File: config.mk
export PLATFORM = sky130hd
export DESIGN_NAME = beat_interval_rate_averager
export DESIGN_NICKNAME = d
export VERILOG_FILES = /design/src/design/bira_pkg.sv /design/src/design/bira_divider.sv /design/src/design/beat_interval_rate_averager.sv
export VERILOG_INCLUDE_DIRS = /design/src /design/src/design
export SDC_FILE = /design/constraint.sdc
export NUM_CORES = 1
export LEC_CHECK = 0
export ABC_CLOCK_PERIOD_IN_PS = 2900
export BUFFER_PORTS_ARGS = -buffer_cell sky130_fd_sc_hd__buf_4
export CORE_UTILIZATION = 55
export DETAILED_ROUTE_END_ITERATION = 12
export HOLD_SLACK_MARGIN = 0.15
export PLACE_DENSITY = 0.77
export REMOVE_ABC_BUFFERS = 1
export SKIP_CTS_REPAIR_TIMING = 1
export SYNTH_ARGS = -nofsm -noshare
export SYNTH_HDL_FRONTEND = slang
export SYNTH_SLANG_ARGS = --single-unit
File: constraint.sdc
create_clock -name clk_i -period 2.9 [get_ports clk_i]
set_input_delay 0.58 -clock clk_i [delete_from_list [all_inputs] [get_ports clk_i]]
set_output_delay 0.58 -clock clk_i [all_outputs]
set_load 0.1 [all_outputs]
File: src/design/assert_macros.svh
// Assertion macros shared by the beat interval rate averager RTL.
// Each macro expects clk_i and rst_ni to be visible in the using module.
`ifndef ASSERT_MACROS_SVH
`define ASSERT_MACROS_SVH

// Property checked on every clock edge outside of reset.
`define ASSERT_PROP(lbl, prop, msg) \
  lbl: assert property (@(posedge clk_i) disable iff (!rst_ni) (prop)) \
    else $error(msg);

// Implication checked on every clock edge outside of reset.
`define ASSERT_IMPLY(lbl, ante, cons, msg) \
  lbl: assert property (@(posedge clk_i) disable iff (!rst_ni) (ante) |-> (cons)) \
    else $error(msg);

`endif

File: src/design/bira_pkg.sv
// Package for the beat interval rate averager: widths, constants, FSM and
// divider handshake types. No dependencies.
package bira_pkg;

  localparam int unsigned TPM_W      = 24;
  localparam int unsigned INTERVAL_W = 32;
  localparam int unsigned RATE_W     = 16;
  localparam int unsigned AVG_SHIFT  = 3;
  localparam int unsigned RATE_AVG_W = RATE_W - AVG_SHIFT;
  localparam int unsigned STEP_CNT_W = $clog2(TPM_W);

  localparam logic [TPM_W-1:0]      TPM_RESET = TPM_W'(7500000);
  localparam logic [RATE_W-1:0]     ZERO_RATE = {RATE_W{1'b1}};
  localparam logic [STEP_CNT_W-1:0] LAST_STEP = STEP_CNT_W'(TPM_W - 1);

  typedef enum logic [1:0] {
    S_IDLE,
    S_DIV,
    S_ACC
  } state_e;

  typedef struct packed {
    logic start;
  } div_ctrl_t;

  typedef struct packed {
    logic busy;
    logic done;
  } div_stat_t;

endpackage

File: src/design/bira_divider.sv
// Restoring divider, one quotient bit per cycle, 24-bit dividend by 32-bit
// divisor. Depends on bira_pkg and assert_macros.svh.
`include "assert_macros.svh"

module bira_divider (
  input  logic                            clk_i,
  input  logic                            rst_ni,
  input  bira_pkg::div_ctrl_t             ctrl_i,
  input  logic [bira_pkg::TPM_W-1:0]      dividend_i,
  input  logic [bira_pkg::INTERVAL_W-1:0] divisor_i,
  output bira_pkg::div_stat_t             stat_o,
  output logic [bira_pkg::TPM_W-1:0]      quotient_o
);

  logic                                busy_q, done_q;
  logic [bira_pkg::STEP_CNT_W-1:0]     cnt_q;
  logic [bira_pkg::TPM_W-1:0]          dvd_q;
  logic [bira_pkg::INTERVAL_W-1:0]     dvs_q, rem_q, rem_d;
  logic [bira_pkg::INTERVAL_W:0]       shifted, diff;
  logic                                q_bit;

  assign shifted = {rem_q, dvd_q[bira_pkg::TPM_W-1]};
  assign diff    = shifted - {1'b0, dvs_q};
  assign q_bit   = (shifted >= {1'b0, dvs_q});
  assign rem_d   = q_bit ? diff[bira_pkg::INTERVAL_W-1:0]
                         : shifted[bira_pkg::INTERVAL_W-1:0];

  always_ff @(posedge clk_i or negedge rst_ni) begin
    if (!rst_ni) begin
      busy_q <= 1'b0;
      done_q <= 1'b0;
      cnt_q  <= '0;
    end else if (ctrl_i.start) begin
      busy_q <= 1'b1;
      done_q <= 1'b0;
      cnt_q  <= '0;
    end else if (busy_q) begin
      cnt_q <= cnt_q + 1'b1;
      if (cnt_q == bira_pkg::LAST_STEP) begin
        busy_q <= 1'b0;
        done_q <= 1'b1;
      end
    end else begin
      done_q <= 1'b0;
    end
  end

  always_ff @(posedge clk_i) begin
    if (ctrl_i.start) begin
      dvd_q <= dividend_i;
      dvs_q <= divisor_i;
      rem_q <= '0;
    end else if (busy_q) begin
      dvd_q <= {dvd_q[bira_pkg::TPM_W-2:0], q_bit};
      rem_q <= rem_d;
    end
  end

  assign stat_o.busy = busy_q;
  assign stat_o.done = done_q;
  assign quotient_o  = dvd_q;

  `ASSERT_IMPLY(a_done_one_cycle, done_q, !busy_q && !$past(done_q),
                "Divider done is not a single pulse after the last step.")

endmodule

File: src/design/beat_interval_rate_averager.sv
// Top level of the beat interval rate averager: sequencer, accumulator and
// output register. Depends on bira_pkg, bira_divider and assert_macros.svh.
//
// Usage: each request on the input channel (in_valid_i/in_ready_o) carries
// one beat interval in timer ticks. The block divides ticks_per_minute by it
// in a restoring divider that produces one quotient bit per cycle,
// and adds the low 16 bits of the quotient to a wrapping 16-bit sum. A zero
// interval skips the divider, adds 65535 and marks the group.
// After every BEATS_AVERAGED-th request one result request leaves on the
// output channel (out_valid_o/out_ready_i): the sum shifted right by three
// and the zero-interval mark. The sum, count and mark then clear.
// Sequence: a nonzero interval starts the divider, waits in S_DIV through
// its 24 steps until done, then accumulates in S_ACC; a zero interval goes
// straight to S_ACC. in_ready_o is low while an item is in work.
// A result sits in an output register, so a stalled receiver only holds the
// block when a further group completes before the previous result is taken.
// The configuration channel (cfg_valid_i/cfg_ready_o) is always ready and
// writes ticks_per_minute; write it only while the block is idle.
// Reset sets ticks_per_minute to 7500000 and clears sum, count and mark.
`include "assert_macros.svh"

module beat_interval_rate_averager #(
  parameter int unsigned BEATS_AVERAGED = 8
) (
  input  logic                            clk_i,
  input  logic                            rst_ni,
  input  logic                            cfg_valid_i,
  output logic                            cfg_ready_o,
  input  logic [bira_pkg::TPM_W-1:0]      cfg_data_i,
  input  logic                            in_valid_i,
  output logic                            in_ready_o,
  input  logic [bira_pkg::INTERVAL_W-1:0] interval_ticks_i,
  output logic                            out_valid_o,
  input  logic                            out_ready_i,
  output logic [bira_pkg::RATE_AVG_W-1:0] rate_average_o,
  output logic                            zero_interval_seen_o
);

  localparam int unsigned CNT_W = $clog2(BEATS_AVERAGED);
  localparam logic [CNT_W-1:0] LAST_BEAT = CNT_W'(BEATS_AVERAGED - 1);

  bira_pkg::state_e state_q, state_d;
  bira_pkg::div_ctrl_t div_ctrl;
  bira_pkg::div_stat_t div_stat;

  logic [bira_pkg::TPM_W-1:0]      tpm_q, quotient;
  logic [CNT_W-1:0]                beat_cnt_q, beat_cnt_d;
  logic [bira_pkg::RATE_W-1:0]     rate_sum_q, rate_sum_d, rate_q, rate_d, sum_new;
  logic                            zero_flag_q, zero_flag_d;
  logic                            out_valid_q, out_valid_d;
  logic [bira_pkg::RATE_AVG_W-1:0] rate_average_q;
  logic                            zero_seen_q;
  logic                            in_accept, out_load, last_beat;

  assign cfg_ready_o = 1'b1;
  assign in_ready_o  = (state_q == bira_pkg::S_IDLE);
  assign in_accept   = in_valid_i && in_ready_o;
  assign sum_new     = rate_sum_q + rate_q;
  assign last_beat   = (beat_cnt_q == LAST_BEAT);

  bira_divider u_divider (
    .clk_i      (clk_i),
    .rst_ni     (rst_ni),
    .ctrl_i     (div_ctrl),
    .dividend_i (tpm_q),
    .divisor_i  (interval_ticks_i),
    .stat_o     (div_stat),
    .quotient_o (quotient)
  );

  always_comb begin
    state_d        = state_q;
    beat_cnt_d     = beat_cnt_q;
    rate_sum_d     = rate_sum_q;
    rate_d         = rate_q;
    zero_flag_d    = zero_flag_q;
    div_ctrl.start = 1'b0;
    out_load       = 1'b0;
    case (state_q)
      bira_pkg::S_IDLE: begin
        if (in_accept) begin
          if (interval_ticks_i == '0) begin
            rate_d      = bira_pkg::ZERO_RATE;
            zero_flag_d = 1'b1;
            state_d     = bira_pkg::S_ACC;
          end else begin
            div_ctrl.start = 1'b1;
            state_d        = bira_pkg::S_DIV;
          end
        end
      end
      bira_pkg::S_DIV: begin
        if (div_stat.done) begin
          rate_d  = quotient[bira_pkg::RATE_W-1:0];
          state_d = bira_pkg::S_ACC;
        end
      end
      bira_pkg::S_ACC: begin
        if (!last_beat) begin
          rate_sum_d = sum_new;
          beat_cnt_d = beat_cnt_q + 1'b1;
          state_d    = bira_pkg::S_IDLE;
        end else if (!out_valid_q || out_ready_i) begin
          out_load    = 1'b1;
          rate_sum_d  = '0;
          beat_cnt_d  = '0;
          zero_flag_d = 1'b0;
          state_d     = bira_pkg::S_IDLE;
        end
      end
      default: begin
        state_d = bira_pkg::S_IDLE;
      end
    endcase
  end

  assign out_valid_d = out_load || (out_valid_q && !out_ready_i);

  always_ff @(posedge clk_i or negedge rst_ni) begin
    if (!rst_ni) begin
      state_q     <= bira_pkg::S_IDLE;
      tpm_q       <= bira_pkg::TPM_RESET;
      beat_cnt_q  <= '0;
      rate_sum_q  <= '0;
      zero_flag_q <= 1'b0;
      out_valid_q <= 1'b0;
    end else begin
      state_q     <= state_d;
      beat_cnt_q  <= beat_cnt_d;
      rate_sum_q  <= rate_sum_d;
      zero_flag_q <= zero_flag_d;
      out_valid_q <= out_valid_d;
      if (cfg_valid_i && cfg_ready_o) begin
        tpm_q <= cfg_data_i;
      end
    end
  end

  always_ff @(posedge clk_i) begin
    rate_q <= rate_d;
    if (out_load) begin
      rate_average_q <= sum_new[bira_pkg::RATE_W-1:bira_pkg::AVG_SHIFT];
      zero_seen_q    <= zero_flag_q;
    end
  end

  assign out_valid_o          = out_valid_q;
  assign rate_average_o       = rate_average_q;
  assign zero_interval_seen_o = zero_seen_q;

  `ASSERT_IMPLY(a_start_when_free, div_ctrl.start, !div_stat.busy,
                "Divider started while a division is still running.")
  `ASSERT_IMPLY(a_done_in_div, div_stat.done, state_q == bira_pkg::S_DIV,
                "Divider finished while the sequencer was not waiting for it.")
  `ASSERT_IMPLY(a_no_result_overwrite, out_valid_q && !out_ready_i, !out_load,
                "A waiting result was overwritten by a new one.")
  `ASSERT_PROP(a_count_range, beat_cnt_q <= LAST_BEAT,
               "Beat count left its range.")

endmodule
==> Word level (Yosys, flattened, before mapping) <==
Index checks and enable logic that the tools add are counted.
Widths: inputs -> output; s select.
{ "op_classes": {"n_addsub": 4, "mul": 0, "n_div": 0, "magnitude_cmp": 1, "n_eq_ne": 12, "shifts": 0, "muxes": 36, "n_bitwise": 0, "reduce_logical": 15} }
{ "ops": {"columns": ["cell", "n"], "rows": [
  ["$mux 16", 5],
  ["$mux 24", 2],
  ["$ge 33x32->1", 1],
  ["$logic_not 32->1", 1],
  ["$mux 32", 1],
  ["$pmux 16 s2", 1],
  ["$sub 32x32->32", 1],
  ["$add 16x16->16", 1],
  ["$mux 1", 16],
  ["$mux 2", 5],
  ["$mux 5", 2],
  ["$ne 2x1->1 const B", 4],
  ["$mux 3", 2],
  ["$ne 3x3->1 const B", 2],
  ["$pmux 2 s3", 1],
  ["$reduce_bool 2->1", 3],
  ["$add 5x1->5 const B", 1],
  ["$eq 5x5->1 const B", 1],
  ["$reduce_and 5->1", 1],
  ["$ne 2x2->1 const B", 2],
  ["$reduce_and 4->1", 1],
  ["$add 3x1->3 const B", 1],
  ["$eq 3x3->1 const B", 1],
  ["$reduce_and 3->1", 1],
  ["8 further kinds", 11]
]} }
{ "word_totals": {"regBits": 172, "latchBits": 0, "mem_bits_rw": 0, "romBits": 0, "input_bits": 61, "wordCells": 83, "n_memories": 0} }

==> Longest topological paths before layout <==
{ "logic_depth": {"word_depth": 6, "mapped_depth": 13, "mapped_depth_nobuf": 12} }

==> Modules after synthesis <==
From an unflattened synthesis, not the netlist that was laid out.
{ "unflattened": {"cells_unflattened": 869, "area_unflattened_um2": 9519.1} }
{ "modules_own_cells": {"columns": ["mod", "n_inst", "cells_each", "area_each_um2"], "rows": [
  ["bira_divider", 1, 572, 5750.5],
  ["beat_interval_rate_averager", 1, 297, 3768.6]
]} }

==> Worst setup path after synthesis <==
Ideal clock, no wire load.
{ "synth_timing": {"kind": "input to register", "startpoint": "in interval_ticks_i[21] (netlist bit)", "endpoint": "reg u_divider.dvs_q[0] (netlist bit) (enable)", "setup_time_ps": 409, "arrival_ps": 2780, "t_required_ps": 2491, "setup_slack_ps": -289, "cell_stages": 7, "n_path_buf": 3, "cell_sequence": "nor4_1 > nand2_1 > nor4_1 > nor4b_1 > clkbuf_1 > clkbuf_1 > buf_1"} }
{ "synth_between": {"elab_chain_len": 4} }
{ "synth_lines": {"columns": ["element", "line", "source"], "rows": [
  ["from (decl)", "beat_interval_rate_averager.sv:32", "input logic [bira_pkg::INTERVAL_W-1:0] interval_ticks_i,"],
  ["$logic_not 32->1", "beat_interval_rate_averager.sv:82", "if (interval_ticks_i == '0) begin"],
  ["$mux 1", "beat_interval_rate_averager.sv:82", null],
  ["$mux 1", "beat_interval_rate_averager.sv:81", "if (in_accept) begin"],
  ["$mux 1", "beat_interval_rate_averager.sv:79", "case (state_q)"],
  ["named net div_ctrl", "beat_interval_rate_averager.sv:43", "bira_pkg::div_ctrl_t div_ctrl;"],
  ["to (signal assigned)", "bira_divider.sv:51", "dvs_q <= divisor_i;"],
  ["to (decl)", "bira_divider.sv:18", "logic [bira_pkg::INTERVAL_W-1:0] dvs_q, rem_q, rem_d;"]
]} }
The timed path passes the listed nets, and every way through them passes these cells.
A chain may end at the register's enable or synchronous reset.

==> Worst setup path in the final report <==
{ "layout_timing": {"startpoint": "reg u_divider.dvs_q[13] (netlist bit)", "endpoint": "reg u_divider.rem_q[31] (netlist bit)"} }
{ "layout_between": {"elab_chain_len": 2} }
{ "layout_lines": {"columns": ["element", "line", "source"], "rows": [
  ["$sub 32x32->32 / $ge 33x32->1 (equally long branches)", "bira_divider.sv:23, bira_divider.sv:24", null],
  ["$mux 32 *", "bira_divider.sv:25", "assign rem_d = q_bit ? diff[bira_pkg::INTERVAL_W-1:0]"],
  ["to (signal assigned)", "bira_divider.sv:55", "rem_q <= rem_d;"],
  ["to (decl)", "bira_divider.sv:18", null]
]} }
Every way passes the cells marked *; elsewhere a longest branch is shown, timed or not.

==> impl_results.md <==
- Status: completed
- Critical path endpoint category: register
- Share of the synthesized area in the top cell type: 0.273
- Share of cells above drive strength 1: 0.268
- Post-route clock period utilization: 0.963
- Maximum vdd drop: 0.590 mV
- Placed Area: 0.0104 mm^2
- First-pass GRT wire length: 33600 um
- Clk_lat worst skew: 0.44 ns
- GR Overflow Total: 0
- Clk buf depth: 2
- HP Class: input pin to asynchronous set/reset pin
- Pwr/cell area: 1140 mW/mm^2
- P_leak: 4.69 nW
- Total core area: 0.0167 mm^2
- Worst Skew: 0.0143 ns
- Tot Pwr: 0.0129 W
- Critical path required time: 3.25 ns
- Post-DP HPWL: 14600 um
- Site row count: 47
- Mapped Cells: 890
- Worst slew pin tran: 0.806 ns
- Area leader, netlist: edfxtp_1
- Wirelength, routed: 20700 um
- Initial antenna violation count: 1
- Vias/cell: 5.82
- Crit path time final: 2.79 ns
- Mean Syn Cell Area: 10.6 um^2
- Port Buffers: 76
- FFs w/ async S/R, synth: 0.314
- Growth of design area from synthesis to finish: 19.9%
- Synth top area cells: edfxtp_1, dfrtp_1, dfxtp_1
- Clock sinks: 172
- Placed cells: 1190
- Final setup vio count: 0
- # fillers: 1315
- DRT iter0 DRCs: 613
- CTS root buffer: clkbuf_16
- Clock group share of total power: 0.183
- Die ar.: 0.0177 mm^2
- Clock slew at reported path FFs: 0.08 ns
- Main synth FF type: edfxtp_1
- Worst Path Arrival: 3.15 ns
- Final Non-Filler Cells: 1225
- Slew Limit Headroom: 0.463
- Clock buffer count from CTS: 17
- Pins over their slew limit: 0
- Setup CP Type: register to register
- Startpoint types: register
- Post-Syn Area: 0.00945 mm^2
- Die span in x: 133 um
- YS warnings: 0
- Max-Cap Viols: 0
- Gate power share: 0.503
- I/O pins: 78
- Fin nets: 1104
- P_sw: 0.00514 W
- Number of enable flip-flop cells after synthesis: 86
- Area of the multi-input gates: 0.00470 mm^2
- Synth unique cells: 75
- RSZ-0062 raised after global routing: true
- Achievable Freq: 0.358 GHz
- Drt wl/cell: 16.9 um
- Chip height: 133 um
- Final hold slack: 0.181 ns
- Part of the power in registers: 0.313
- Crit-path slowest cell: mux2_2
- GRT Total Usage: 0.244
- Total number of vias: 7130
- Final Hold Viols: 0
- CP max stage delay: 0.38 ns
- Critical Path Fanout Max: 6
- Initial Util: 0.566
- Sequential fraction of the synthesis area: 0.486
- Finished Cell Area: 0.0113 mm^2
- Residual DRC: 0
- Remaining antenna violation count: 0
- GP Congestion: 0.893
- Largest net degree at the start of global routing: 66
- Synth Register Bits: 172
- Critical path, cell by cell: inv_1 -> ha_1 -> and3_2 -> a221oi_1 -> o21ba_2 -> o211a_1 -> a21oi_1 -> o211ai_1 -> mux2_2 -> a211oi_2
- Vias in the first global route: 6771
- Switching part of the total power: 0.398
- Reg area: 0.00459 mm^2
- Pre-antenna DRT Iters: 5
- Internal: 0.00778 W
- CTS H-tree lvls: 4
- CTS tree: built
-- layout by cell type (no fill, tap or decap), types with 16 or more instances in the layout --
cell type,synthesis,final
a21o_1,16,16
a21oi_1,45,44
buf_4,4,118
clkbuf_16,0,17
dfrtp_1,44,44
dfxtp_1,32,32
edfxtp_1,86,86
ha_1,50,41
inv_1,58,57
mux2_2,53,53
nand2_1,70,70
nand2b_1,28,28
nand3_1,18,17
nor2_1,63,63
o21ai_0,31,27
xnor2_1,23,23
-- path summary, 6_finish.rpt --
path                                      from                   to  depth (start not counted)  slack, ns
min in group clk_i         interval_ticks_i[9]   u_divider.dvs_q[9]                          1       0.33
setup / recovery           u_divider.dvs_q[13]  u_divider.rem_q[31]                         10       0.11
max in group asynchronous               rst_ni   u_divider.cnt_q[3]                          1       2.22
setup reg to reg           u_divider.dvs_q[13]  u_divider.rem_q[31]                         10       0.11
hold reg to reg                  beat_cnt_q[1]        beat_cnt_q[1]                          2       0.49
hold / removal                          rst_ni        rate_sum_q[9]                          1       0.18
-- final cells by class --
type | count | share of cell area
Tap cell | 220 | 0.0243
Antenna cell | 1 | 0.000221
Multi-Input combinational cell | 623 | 0.415
Clock inverter | 15 | 0.0187
Inverter | 58 | 0.0192
Sequential cell | 172 | 0.405
Clock buffer | 17 | 0.0376
Timing Repair Buffer | 119 | 0.0800
-- sequential cells by signal, indices dropped and copies added (netlist names) --
| name | count |
|---|---|
| zero_flag_q | 1 |
| beat_cnt_q | 3 |
| u_divider.cnt_q | 5 |
| rate_q | 16 |
| rate_sum_q | 16 |
| out_valid_o | 1 |
| zero_interval_seen_o | 1 |
| u_divider.done_q | 1 |
| u_divider.dvs_q | 32 |
| rate_average_o | 13 |
| u_divider.busy_q | 1 |
| state_q | 2 |
| u_divider.quotient_o | 24 |
| tpm_q | 24 |
| u_divider.rem_q | 32 |
-- power by group through the flow --
stage / registers, W / logic, W / clock network, W
floorplan: 0.00399 / 0.00450 / 0
global placement: 0.00403 / 0.00590 / 0
detailed placement: 0.00405 / 0.00605 / 0
CTS: 0.00401 / 0.00609 / 0.00241
global route: 0.00413 / 0.00721 / 0.00250
finish: 0.00405 / 0.00650 / 0.00237
-- synth_stat cells, types with 4 or more instances --
master,instances
edfxtp_1,86
nand2_1,70
nor2_1,63
inv_1,58
mux2_2,53
ha_1,50
a21oi_1,45
dfrtp_1,44
dfxtp_1,32
o21ai_0,31
nand2b_1,28
clkbuf_1,23
xnor2_1,23
a311oi_1,18
nand3_1,18
nor3_1,17
a21o_1,16
a22o_1,13
xor2_1,13
and3_1,12
nor4_1,12
o21a_1,11
dfstp_2,10
nor2b_1,10
a211oi_1,8
nand4_1,7
o21bai_1,6
and2_1,5
and4_1,5
buf_2,5
mux2i_1,5
o211ai_1,5
o22ai_1,5
a21boi_0,4
a31oi_1,4
buf_4,4
or2_2,4
-- critical path, delay by kind of cell (launching register included) --
family	cells	cell delay (ns)
compound gates	6	1.33
mux	1	0.38
fa+ha+maj	1	0.35
flops	1	0.33
simple gates	1	0.28
buf+inv	1	0.04
-- routing by layer --
layer	wire length [um]	GRT usage	up-vias	part of all wire
li1	-	-	3477	-
met1	10000	0.352	3426	0.48
met2	8980	0.360	200	0.43
met3	1380	0.0602	27	0.067
met4	315	0.0785	0	0.015
met5	0	0	-	0
-- per-stage QoR --
step	util	setup WS (ns)	setup TNS (ns)
after floorplan	-	-8.28	-909.20
after global placement	0.625	-0.0253	-0.0702
after detailed placement	0.625	-0.133	-0.713
after CTS	0.663	-0.175	-1.29
after global routing	0.678	-0.0673	-0.120
final	0.678	0.107	0
-- cell families (layout without fill, tap and decap cells) --
logic type	Yosys count	count (layout)	share of synthesized area
xor gates and xnor gates	36	36	0.0334
and+or+nand+nor	269	269	0.144
other	1	2	0.000397
buffers and inverters	95	209	0.0424
AOI/OAI and AO/OA	207	207	0.156
adders and majority gates	52	52	0.0705
DFF	172	172	0.486
muxes	58	58	0.0685
(Power assumes the default switching activity.)
